File: config.mk
export PLATFORM = sky130hd
export DESIGN_NAME = msdf_ctrl
export DESIGN_NICKNAME = d
export VERILOG_FILES = /design/src/hw/rtl/msdf_pkg.sv /design/src/hw/rtl/msdf_ctrl.sv
export SDC_FILE = /design/constraint.sdc
export NUM_CORES = 1
export LEC_CHECK = 0
export BUFFER_PORTS_ARGS = -buffer_cell sky130_fd_sc_hd__buf_4
export CAP_MARGIN = 20
export CORE_AREA = 2 2 39 41
export DETAILED_ROUTE_END_ITERATION = 6
export DIE_AREA = 0 0 41 43
export GPL_ROUTABILITY_DRIVEN = 0
export PLACE_DENSITY = 0.66
export SYNTH_ARGS = -nofsm -noshare
export SYNTH_HDL_FRONTEND = slang
export SYNTH_SLANG_ARGS = --single-unit
File: constraint.sdc
create_clock -name clock -period 1.55 [get_ports clock]
set_input_delay 0.31 -clock clock [delete_from_list [all_inputs] [get_ports clock]]
set_output_delay 0.31 -clock clock [all_outputs]
set_load 0.02 [all_outputs]
File: src/hw/rtl/msdf_pkg.sv
// Shared types and constants for the mask slab distance field block.
`timescale 1ns / 1ps
`default_nettype none
package msdf_pkg;

   // item opcodes
   localparam logic OP_WRITE = 1'b0;
   localparam logic OP_QUERY = 1'b1;

   // register indexes on the csr port
   localparam logic [1:0] CSR_GRID_WIDTH  = 2'd0;
   localparam logic [1:0] CSR_GRID_DEPTH  = 2'd1;
   localparam logic [1:0] CSR_SLAB_HEIGHT = 2'd2;

   localparam int CSR_INDEX_W = 2;
   localparam int CSR_DATA_W  = 31;
   localparam int GRID_W      = 9;

   localparam logic [GRID_W-1:0]     GRID_WIDTH_RST  = 9'd0;
   localparam logic [GRID_W-1:0]     GRID_DEPTH_RST  = 9'd0;
   localparam logic [CSR_DATA_W-1:0] SLAB_HEIGHT_RST = 31'd524288;

   // controller -> datapath
   typedef struct packed {
      logic       clear;     // clearing pass, one node per cycle
      logic       node_wr;   // write word accepted this cycle
      logic       load;      // query word accepted this cycle
      logic       rd_en;     // read one corner node
      logic [1:0] corner;    // bit 0: x + 1, bit 1: z + 1
      logic       fill;      // accumulator final, form fill term
      logic       out_load;  // load the result register
   } cmd_type;

   // datapath -> controller
   typedef struct packed {
      logic clear_last;
   } status_type;

endpackage
`default_nettype wire

File: src/hw/rtl/msdf_ctrl.sv
// Controller: clearing pass, corner read sequence and result handshake.
`timescale 1ns / 1ps
`default_nettype none
module msdf_ctrl (
   input  wire                   clock,
   input  wire                   reset,
   input  wire                   req_valid,
   input  wire                   req_opcode,
   output logic                  req_ready,
   output logic                  rsp_valid,
   input  wire                   rsp_ready,
   output msdf_pkg::cmd_type     cmd,
   input  msdf_pkg::status_type  status
);

   typedef enum logic [2:0] {
      S_CLEAR,
      S_IDLE,
      S_READ,
      S_DRAIN,
      S_FILL,
      S_DONE
   } state_type;

   state_type  state_ff;
   state_type  state_in;
   logic [1:0] cnt_ff;
   logic [1:0] cnt_in;
   logic       rsp_valid_ff;
   logic       rsp_valid_in;
   logic       accept;

   always_comb begin
      req_ready = (state_ff == S_IDLE);
      accept    = req_valid && req_ready;

      cmd          = '0;
      cmd.clear    = (state_ff == S_CLEAR);
      cmd.node_wr  = accept && (req_opcode == msdf_pkg::OP_WRITE);
      cmd.load     = accept && (req_opcode == msdf_pkg::OP_QUERY);
      cmd.rd_en    = (state_ff == S_READ);
      cmd.corner   = cnt_ff;
      cmd.fill     = (state_ff == S_FILL);
      cmd.out_load = (state_ff == S_DONE) && (!rsp_valid_ff || rsp_ready);

      state_in     = state_ff;
      cnt_in       = cnt_ff;
      rsp_valid_in = rsp_valid_ff && !rsp_ready;

      unique case (state_ff)
         S_CLEAR: begin
            if (status.clear_last) begin
               state_in = S_IDLE;
            end
         end
         S_IDLE: begin
            if (cmd.load) begin
               state_in = S_READ;
               cnt_in   = 2'd0;
            end
         end
         S_READ: begin
            cnt_in = cnt_ff + 2'd1;
            if (cnt_ff == 2'd3) begin
               state_in = S_DRAIN;
               cnt_in   = 2'd0;
            end
         end
         S_DRAIN: begin
            // wait for the last product to pass the product register into the accumulator
            cnt_in = cnt_ff + 2'd1;
            if (cnt_ff == 2'd1) begin
               state_in = S_FILL;
            end
         end
         S_FILL: begin
            state_in = S_DONE;
         end
         S_DONE: begin
            if (cmd.out_load) begin
               state_in     = S_IDLE;
               rsp_valid_in = 1'b1;
            end
         end
         default: begin
            state_in = S_IDLE;
         end
      endcase
   end

   always_ff @(posedge clock) begin
      if (reset) begin
         state_ff     <= S_CLEAR;
         cnt_ff       <= 2'd0;
         rsp_valid_ff <= 1'b0;
      end else begin
         state_ff     <= state_in;
         cnt_ff       <= cnt_in;
         rsp_valid_ff <= rsp_valid_in;
      end
   end

   assign rsp_valid = rsp_valid_ff;

   // result register is never overwritten while a word is still waiting
   a_no_overwrite: assert property (@(posedge clock) disable iff (reset)
      cmd.out_load |-> (!rsp_valid_ff || rsp_ready))
      else $error("result loaded over a pending word");

   // a query reaches the fill step after four reads and the drain state
   a_query_timing: assert property (@(posedge clock) disable iff (reset)
      (accept && req_opcode == msdf_pkg::OP_QUERY) |-> ##7 (state_ff == S_FILL))
      else $error("query sequence timing broken");

   // node writes never collide with the clearing pass
   a_write_vs_clear: assert property (@(posedge clock) disable iff (reset)
      !(cmd.node_wr && cmd.clear))
      else $error("node write during clearing pass");

   // a new result follows only a query read sequence
   a_done_from_fill: assert property (@(posedge clock) disable iff (reset)
      (state_ff == S_DONE) |-> ($past(state_ff) == S_FILL || $past(state_ff) == S_DONE))
      else $error("done state entered out of sequence");

endmodule
`default_nettype wire

## After elaboration in Yosys (flattened, before gate mapping)

Index checks and enable logic that the tools add are counted.

- Shifts and indexed selects: 0
- Mux-type cells: 11
- $mul: 0
- Reduce and logical (&&, ||, !) cells: 12
- Equality and inequality tests: 12
- Magnitude comparators: 0
- Divide/modulo/power cells: 0
- Add/subtract/negate cells: 1
- Bitwise gates (word level): 1

Operator list:

| cell | count |
|---|---|
| 3-bit case mux with 6 select lines | 1 |
| 3-bit 2-to-1 mux | 5 |
| 3-bit by 2-bit equality test with 1-bit output, second input constant | 2 |
| 3-bit equality test, second input constant | 2 |
| 2-bit by 1-bit != test with 1-bit output, second input constant | 3 |
| 2-bit case mux with 3 select lines | 1 |
| 1-bit logical AND | 5 |
| 5-bit AND reduction | 1 |
| 2-bit 2-to-1 mux | 2 |
| 2-bit != test, second input constant | 2 |
| 3-bit by 1-bit equality test with 1-bit output, second input constant | 1 |
| 3-bit zero test | 1 |
| 3-bit nonzero test | 1 |
| 2-bit by 1-bit adder with 2-bit output, second input constant | 1 |
| 2-bit by 1-bit equality test with 1-bit output, second input constant | 1 |
| 2-bit equality test, second input constant | 1 |
| 1-bit zero test | 2 |
| 1-bit 2-to-1 mux | 2 |
| 2-bit AND reduction | 1 |
| 1-bit logical OR | 1 |
| 1-bit inverter | 1 |

- RAM bits: 0
- Register bits after elaboration: 6
- Bits in latches: 0
- Word-level logic and storage cells: 40
- Memories: 0
- Bits in read-only memories: 0

## Longest topological paths before layout

Gate-level depths: netlist of the first run.

- Depth in word-level cells: 5
- Depth in mapped cells: 6
- Gate-level depth less buffers: 6

## Worst setup path before layout of the first run

Ideal clock, no wire load.

- Kind: reg2reg
- Start point: reg cnt_ff[1]
- End point: reg state_ff[0]
- Period minus slack after synthesis: 1637 ps
- Data required time: 1447 ps
- Path slack: -87 ps
- Library setup time: 103 ps
- Cell stages (with the launch flop): 7
- Arrival time: 1534 ps
- Path through: dfxtp_1 inv_1 ha_1 and4bb_2 a211oi_2 and2_4 a2111oi_2

- Word-level cells in the longest chain between the ends: 3
- Elaborated cells on any way between the ends: 5

Ends and longest elaborated chain:

| item | RTL line | text |
|---|---|---|
| start: declaration | msdf_ctrl.sv:27 | `logic [1:0] cnt_ff;` |
| start signal: assignment | msdf_ctrl.sv:98 | `cnt_ff <= cnt_in;` |
| 2-bit by 1-bit equality test with 1-bit output / 2-bit equality test (equally long branches) | msdf_ctrl.sv:72, msdf_ctrl.sv:64 |  |
| 2-bit != test (no line) / 2-bit by 1-bit != test with 1-bit output (equally long branches) | - |  |
| 5-bit AND reduction (no line) (*) | - |  |
| end signal: assignment | msdf_ctrl.sv:97 | `state_ff <= state_in;` |
| end: declaration | msdf_ctrl.sv:25 | `state_type state_ff;` |

Mark *: on every way between the ends. The rest lies on a longest branch, timed or not.
A chain may end at the register's enable or synchronous reset.

==> results.toml, run 1 <==
[critical_path]
cp_common_cell = "buf_4"
critPathSlowestCell = "dfxtp_4"
crit_type = "flip-flop to output pin"
r2r_slack_ns = 0.10
crit_path_end_kind = "output pin"
start_kind = "flip-flop"
r2r_cells = 4
cp_cell_sequence = "nand3b_1 -> buf_4 -> nor2b_1 -> buf_4"
timing.rr.end = "state_ff[0]"
arrival_ns = 1.20
worstPathMaxFanout = 7
cpPeakStageDelay_ns = 0.38
r2r_start = "cnt_ff[0]"
worstPathRequired_ns = 1.24

[clocking]
clock-sinks = 6
cts_made_buffers = 3
cts_tree = "yes"
htree_num_levels = 1
cts_hold_buffers = 0
insertion_delay_ns = 0.25
path_clk_slew_ns = 0.05
ctsRootBufferMaster = "clkbuf_4"
clockBufferDepth = 2

[sta]
setup_viol = 0
period_needed_ns = 1.51
hold_viol = 0
tightest_slew_ns = 0.365
tns_ns = 0
holdWs_ns = 0.287
fin_skew_ns = 0.00539
maxSlewHeadroom_pct = 75.5
finalCritPeriodShare_pct = 97.7
fmaxAchievable_mhz = 660
final_max_slew_viol_count = 0
rsz0062_at_grt = "true"

[final_layout]
layout_common_cells = "buf_4, nor2_1, a21oi_1"
nNetsFinal = 88
multiInputGateArea_um2 = 312
area.sequential_um2 = 131
final_common_cell = "buf_4"
layout-drive-gt1-share_pct = 62.8
area_growth_pct = 64.2
diodes = 0
fill_cells = 128
postLayoutCellArea_um2 = 729
layout.cells.non_filler = 94

[global_route]
gr-usage-met2_pct = 21.3
grtUsageMet1_pct = 14.9
grtUsageTotal_pct = 13.9
grt_max_degree = 10
overflow = 0
grt_pass1_wl_um = 1600
first_global_vias = 414
top_usage_layer = "met2"
antenna_found_initial = 0
grt_use_met3_pct = 3.14

[floorplan]
core_area_um2 = 1380
die_area_um2 = 1760
die_x_um = 41
start_util_pct = 32.1
io_pins = 16
die_y_um = 43
rows = 14

[detailed_routing]
route.detailed.drc = 0
wl_um = 986
detail_route.first_pass.iterations = 4
vias = 456
drtIter0Drc = 6
wire_per_inst_um = 10.5
ant_nets = 0
vias_per_cell = 4.85

[power_and_ir_drop]
ir_drop_v = 0.000721
power_leakage_nw = 0.329
power_mw = 1.23
power.density_nw_per_um2 = 1690

[yosys]
synth_area_leaders = "dfxtp_1, ha_1, buf_6"
synth_seq_cells = 6
synth_top_area_cell = "dfxtp_1"
ys.flop_type = "dfxtp_1"
synth.avg_cell_area_um2 = 9.25
yosys_warnings = 0
async_flop_share_pct = 0
synth_edf_count = 0
synth_fp_nets = 56
syn_area_um2 = 444
synth_seq_area_share_pct = 27.0
synth_top_area_share_pct = 27.0
syn-instance-count = 48
synth_cell_type_count = 27

[placement]
dp.cells = 84
io_buffers = 15
dp_hpwl_um = 733
postPlaceCellArea_um2 = 616

[flow_run]
drv_cap = 0

[worst_hold_path]
worstHoldPathCells = 2
hp-start = "reset"
hold_path_class = "input pin to flip-flop"
whs_endpoint = "state_ff[0]"

[status]
status = "finished, final reports clean"
[flip-flops by register name (all words and copies together), names as in the netlist]
name,count
cnt_ff,2
rsp_valid,1
state_ff,3
[report_power, final]
part / total (mW) / leakage (nW) / internal (mW) / switching [mW]
Clock: 0.146 / 0.0138 / 0.0877 / 0.0579
Combinational: 0.800 / 0.264 / 0.442 / 0.359
Sequential: 0.286 / 0.0517 / 0.212 / 0.0734
Total: 1.23 / 0.329 / 0.742 / 0.490
[critical path, delay by kind of cell (launching register included)]
family | cells | cell delay (ns)
and+or+nand+nor | 2 | 0.29
buffers and inverters | 2 | 0.30
DFF | 1 | 0.38
[through the flow]
| stage | utilization, % | worst slack [ns] |
|---|---|---|
| after floorplan | - | 0.00991 |
| after global placement | 44.5 | 0.0479 |
| after detailed placement | 44.5 | 0.00486 |
| after CTS | 48.4 | 0.000276 |
| after global routing | 52.7 | -0.0478 |
| final | 52.7 | 0.0358 |
[worst max path at each step]
stage | startpoint | to | cells after the start
after floorplan | cnt_ff[1] | state_ff[0] | 6
after global placement | cnt_ff[1] | state_ff[0] | 6
after detailed placement | cnt_ff[1] | state_ff[0] | 6
after CTS | state_ff[2] | cmd[0] | 4
after global routing | state_ff[2] | cmd[6] | 3
final | state_ff[1] | cmd[0] | 4
[synth_stat cells (2+ instances only)]
cell type  instances
dfxtp_1            6
ha_1               2
a21oi_1            4
buf_6              2
nor2_1             4
nor3_1             4
inv_1              3
a211oi_1           2
nor2b_1            2
a31oi_1            2
[metal layers]
metal	part of all wire, %	routed length (um)
met5	0	0
met4	3.0	30
met3	4.6	45
met2	51	498
met1	42	412
[what timing repair did]
action,4_1_cts,5_1_grt
pin swaps,1,6
gates cloned,0,0
buffers inserted,3,4
resized for setup,4,7
setup endpoints to repair,6,7
[layout make-up]
type,count,share of cell area (%)
multi-input cells,36,42.7
repair buffers,30,31.9
flip-flops and latches,6,18.0
clock buffers,3,3.09
well taps,16,2.74
inverters,3,1.54
[logic make-up after synthesis]
| group | Yosys count | synth area share, % |
|---|---|---|
| buffers and inverters | 6 | 9.30 |
| adders and majority gates | 2 | 5.63 |
| and+or+nand+nor | 21 | 35.2 |
| DFF | 6 | 27.0 |
| AOI/OAI and AO/OA | 12 | 20.8 |
| xor gates and xnor gates | 1 | 1.97 |
Power figures use the tool's default switching activity.
==> run 2: changes to the inputs <==
--- a/config.mk
+++ b/config.mk
@@ -5,13 +5,14 @@
 export SDC_FILE = /design/constraint.sdc
 export NUM_CORES = 1
 export LEC_CHECK = 0
-export BUFFER_PORTS_ARGS = -buffer_cell sky130_fd_sc_hd__buf_4
+export BUFFER_PORTS_ARGS = -buffer_cell sky130_fd_sc_hd__buf_2
 export CAP_MARGIN = 20
 export CORE_AREA = 2 2 39 41
 export DETAILED_ROUTE_END_ITERATION = 6
 export DIE_AREA = 0 0 41 43
 export GPL_ROUTABILITY_DRIVEN = 0
 export PLACE_DENSITY = 0.66
+export RECOVER_POWER = 100
 export SYNTH_ARGS = -nofsm -noshare
 export SYNTH_HDL_FRONTEND = slang
 export SYNTH_SLANG_ARGS = --single-unit
==> run 2 against run 1 <==
Against the previous run:
- clock-buffer cell count unchanged
- non-clock buffer count decreased by 4
- wire length decreased by 4.5%
- design area decreased by 5.8%
- hold slack improved by 0.046 ns
- die area unchanged
- critical endpoint is now cmd[6]
==> results.toml, run 2 (same netlist as run 1, synthesis figures left out) <==
[critical_path]
cp.buffers_inverters = 1
r2r_slack_ns = 0.12
crit_type = "flip-flop to output pin"
r2r_cells = 6
worstPathMaxFanout = 6
crit_path_end_kind = "output pin"
start_kind = "flip-flop"
cpPeakStageDelay_ns = 0.37
r2r_start = "cnt_ff[1]"
timing.rr.end = "state_ff[0]"
worstPathRequired_ns = 1.24
cp_cell_sequence = "nor3b_4 -> and3b_1 -> buf_6"
cp_top_family = "simple AND/OR/NAND/NOR gates"
critPathSlowestCell = "dfxtp_4"
cp_num_cells = 3
cp-startpoint = "state_ff[1]"
endpoint = "cmd[6]"
arrival_ns = 1.19

[placement]
dp.cells = 84
dp_hpwl_um = 713
dp_slack_ns = 0.00382
io_buffers = 15

[clocking]
htree_num_levels = 1
clock-sinks = 6
clockBufferDepth = 2
ctsRootBufferMaster = "clkbuf_4"
insertion_delay_ns = 0.24
cts_made_buffers = 3
path_clk_slew_ns = 0.05
cts_tree = "yes"

[global_route]
first_global_vias = 366
antenna_found_initial = 0
overflow = 0
grt_max_degree = 10
grtUsageTotal_pct = 12.1
grt_pass1_wl_um = 1410

[sta]
final_max_slew_viol_count = 0
fin_skew_ns = 0.00563
tightest_slew_ns = 0.331
rsz0062_at_grt = "true"
tns_ns = 0
period_needed_ns = 1.50
finalCritPeriodShare_pct = 96.9
fin_ws_ns = 0.0476
hold_viol = 0
setup_viol = 0
fmaxAchievable_mhz = 666
maxSlewHeadroom_pct = 77.8
holdWs_ns = 0.333

[floorplan]
die_area_um2 = 1760
die_y_um = 43
start_util_pct = 32.1
rows = 14
io_pins = 16
core_area_um2 = 1380
die_x_um = 41

[final_layout]
diodes = 0
layout.cells.non_filler = 90
area_growth_pct = 54.6
top_register = "state_ff"
nNetsFinal = 84
largest_register_ffs = 3
final_common_cell = "buf_4"
layout-drive-gt1-share_pct = 59.5
layout_common_cells = "buf_4, buf_2, nor2_1, a21oi_1"

[power_and_ir_drop]
ir_drop_v = 0.000581
power_leakage_nw = 0.309
power.density_nw_per_um2 = 1730
power_mw = 1.19

[detailed_routing]
ant_nets = 0
route.detailed.drc = 0
vias = 439
detail_route.first_pass.iterations = 4
vias_per_cell = 4.88
drtIter0Drc = 1
wire_per_inst_um = 10.5
wl_um = 942

[worst_hold_path]
hold_path_class = "input pin to flip-flop"

[status]
status = "finished, final reports clean"

[flow_run]
drv_cap = 0
run 2: changes by cell type in the layout (fill, tap and decap cells not counted), sizes merged:
cell  previous run  this run
buf             30        26
run 2: how the worst min path moves through the flow:
stage | from | to | slack [ns] | cells past startpoint
floorplan | reset | cnt_ff[0] | 0.37 | 1
global placement | cnt_ff[1] | cnt_ff[1] | 0.50 | 2
detailed placement | cnt_ff[1] | cnt_ff[1] | 0.51 | 2
CTS | reset | cnt_ff[0] | 0.32 | 2
global route | reset | cnt_ff[0] | 0.33 | 2
finish | reset | cnt_ff[0] | 0.33 | 2
run 2: final cells by class:
type                            count  area (um^2)
Clock buffer                        3         22.5
Fill cell                         126          697
Inverter                            3         11.3
Multi-Input combinational cell     36          312
Sequential cell                     6          134
Tap cell                           16         20.0
Timing Repair Buffer               26          188
run 2: power breakdown:
group,total (mW),internal [mW],switching [mW],leakage [nW]
clock network,0.139,0.0873,0.0520,0.0138
logic,0.751,0.403,0.348,0.244
registers,0.300,0.217,0.0827,0.0520
run 2: repair_timing:
action,CTS,global route
pin swaps,1,7
setup endpoints to repair,6,6
hold buffers,0,0
resized for setup,4,11
gates cloned,0,0
setup buffers,1,2
run 2: stage by stage:
stage	cell area, um^2	util [%]
finish	687	49.6
global placement	578	41.8
floorplan	453	-
detailed placement	578	41.8
global route	687	49.6
CTS	617	44.6
run 2: per-layer routing:
metal  GRT usage (%)  vias up  wire length [um]
met5               0        -                 0
met4            10.0        0                19
met3            3.14        2                44
met2            17.8       12               469
met1            13.5      197               409
li1                -      228                 -
==> run 3: changes to the inputs <==
--- a/config.mk
+++ b/config.mk
@@ -11,7 +11,7 @@
 export DETAILED_ROUTE_END_ITERATION = 6
 export DIE_AREA = 0 0 41 43
 export GPL_ROUTABILITY_DRIVEN = 0
-export PLACE_DENSITY = 0.66
+export HOLD_SLACK_MARGIN = 0.12
 export RECOVER_POWER = 100
 export SYNTH_ARGS = -nofsm -noshare
 export SYNTH_HDL_FRONTEND = slang
==> run 3 against run 2 <==
Against the previous run:
- via count decreased by 0.23%
- non-clock buffer count unchanged
- clock skew increased by 0.0014 ns
- worst setup slack improved by 0.0023 ns
- critical endpoint is now cmd[0]
- combinational power decreased by 6.3%
- sequential power about the same
- highest routed layer is now met3
- die area unchanged
- maximum frequency increased by 0.15%
- clock power about the same
- sequential share of layout area increased by 0.89 points
==> results.toml, run 3 (same netlist as run 1, synthesis figures left out) <==
[status]
status = "finished, final reports clean"

[power_and_ir_drop]
p_clk_share_pct = 12.4
swShare_pct = 41.6
power.density_nw_per_um2 = 1750
power_frac_comb_pct = 61.4
pwr-share-seq_pct = 26.2
power_leakage_nw = 0.304
internal_power_mw = 0.670
power_mw = 1.15
ir_drop_v = 0.000618
switching_power_mw = 0.478

[final_layout]
area_growth_pct = 47.9
largest_register_ffs = 3
postLayoutCellArea_um2 = 657
layout_common_cells = "buf_2, buf_4, nor2_1, a21oi_1"
nNetsFinal = 84
layout-drive-gt1-share_pct = 58.1
diodes = 0
layout.cells.non_filler = 90
top_register = "state_ff"
fin_util_pct = 47.5

[floorplan]
start_util_pct = 32.1
die_y_um = 43
io_pins = 16
core_area_um2 = 1380
rows = 14
die_x_um = 41
die_area_um2 = 1760

[critical_path]
critPathSlowestCell = "dfxtp_4"
cpPeakStageDelay_ns = 0.37
crit_path_end_kind = "output pin"
r2r_slack_ns = 0.08
timing.rr.end = "state_ff[0]"
cp_common_cell = "buf_4"
worstPathMaxFanout = 7
worstPathRequired_ns = 1.24
cp-startpoint = "state_ff[1]"
r2r_start = "cnt_ff[1]"
arrival_ns = 1.19
start_kind = "flip-flop"
cp_cell_sequence = "nand3b_1 -> buf_4 -> nor2b_1 -> buf_4"
endpoint = "cmd[0]"
crit_type = "flip-flop to output pin"
r2r_cells = 6

[detailed_routing]
vias_per_cell = 4.87
route.detailed.drc = 0
vias = 438
ant_nets = 0
wire_per_inst_um = 11.1
drtIter0Drc = 1
detail_route.first_pass.iterations = 2
wl_um = 995

[placement]
io_buffers = 15
dp.cells = 85
postPlaceCellArea_um2 = 586
dp_hpwl_um = 753

[sta]
fmaxAchievable_mhz = 667
hold_viol = 0
finalCritPeriodShare_pct = 96.8
setup_viol = 0
rsz0062_at_grt = "true"
maxSlewHeadroom_pct = 77.6
final_max_slew_viol_count = 0
tightest_slew_ns = 0.333
period_needed_ns = 1.50
fin_skew_ns = 0.00701

[clocking]
clock-sinks = 6
cts_hold_buffers = 0
htree_num_levels = 1
cts_made_buffers = 3
cts_tree = "yes"
path_clk_slew_ns = 0.05
ctsRootBufferMaster = "clkbuf_4"
clockBufferDepth = 2
insertion_delay_ns = 0.24

[global_route]
grt_max_degree = 10
first_global_vias = 409
overflow = 0
antenna_found_initial = 0
grtUsageTotal_pct = 13.6
grt_pass1_wl_um = 1620

[worst_hold_path]
hold_path_class = "input pin to flip-flop"

[flow_run]
drv_cap = 0
## run 3: cell counts in the layout (fill, tap and decap cells not counted)
Identical to the previous run, type by type.
## run 3: power groups by stage
stage | Sequential (mW) | Combinational [mW] | Clock [mW]
2_1_floorplan | 0.244 | 0.503 | 0
3_3_place_gp | 0.288 | 0.635 | 0
3_5_place_dp | 0.287 | 0.642 | 0
4_1_cts | 0.293 | 0.672 | 0.148
5_1_grt | 0.314 | 0.762 | 0.163
6_report | 0.301 | 0.704 | 0.142
## run 3: layout make-up
| class | count | area [um^2] |
|---|---|---|
| Tap cell | 16 | 20.0 |
| Inverter | 3 | 11.3 |
| Clock buffer | 3 | 22.5 |
| Sequential cell | 6 | 134 |
| Multi-Input combinational cell | 36 | 307 |
| Fill cell | 144 | 727 |
| Timing Repair Buffer | 26 | 163 |
## run 3: layer usage
| layer | vias to the layer above | global-route usage (%) | share of wire, % |
|---|---|---|---|
| li1 | 229 | - | - |
| met1 | 200 | 16.8 | 46 |
| met2 | 9 | 20.3 | 51 |
| met3 | 0 | 3.14 | 3.2 |
| met4 | 0 | 8.00 | 0 |
| met5 | - | 0 | 0 |
## run 3: stage by stage
stage / hold WS (ns) / setup slack (ns) / setup TNS [ns]
6_report: 0.338 / 0.0498 / 0
5_1_grt: 0.336 / -0.0228 / -0.0228
4_1_cts: 0.328 / 0.00575 / 0
3_5_place_dp: 0.510 / -0.0174 / -0.0174
3_3_place_gp: 0.507 / 0.0425 / 0
2_1_floorplan: 0.375 / 0.00991 / 0
## run 3: worst min-delay path by stage
stage	start	end	slack, ns	cells past startpoint
2_1_floorplan	reset	cnt_ff[0]	0.37	1
3_3_place_gp	cnt_ff[1]	cnt_ff[1]	0.51	2
3_5_place_dp	cnt_ff[1]	cnt_ff[1]	0.51	2
4_1_cts	reset	cnt_ff[0]	0.33	2
5_1_grt	reset	state_ff[0]	0.34	2
6_report	reset	cnt_ff[0]	0.34	2
## run 3: timing repair
item | 4_1_cts | 5_1_grt
cloned | 0 | 0
buffers inserted | 0 | 2
pin swaps | 2 | 3
gates resized for setup | 4 | 6
setup endpoints to repair | 6 | 6
## run 3: critical path, delay by kind of cell, from the launching register on
family        cells  cell delay, ns
simple gates      2            0.29
flops             1            0.37
buf+inv           2            0.30
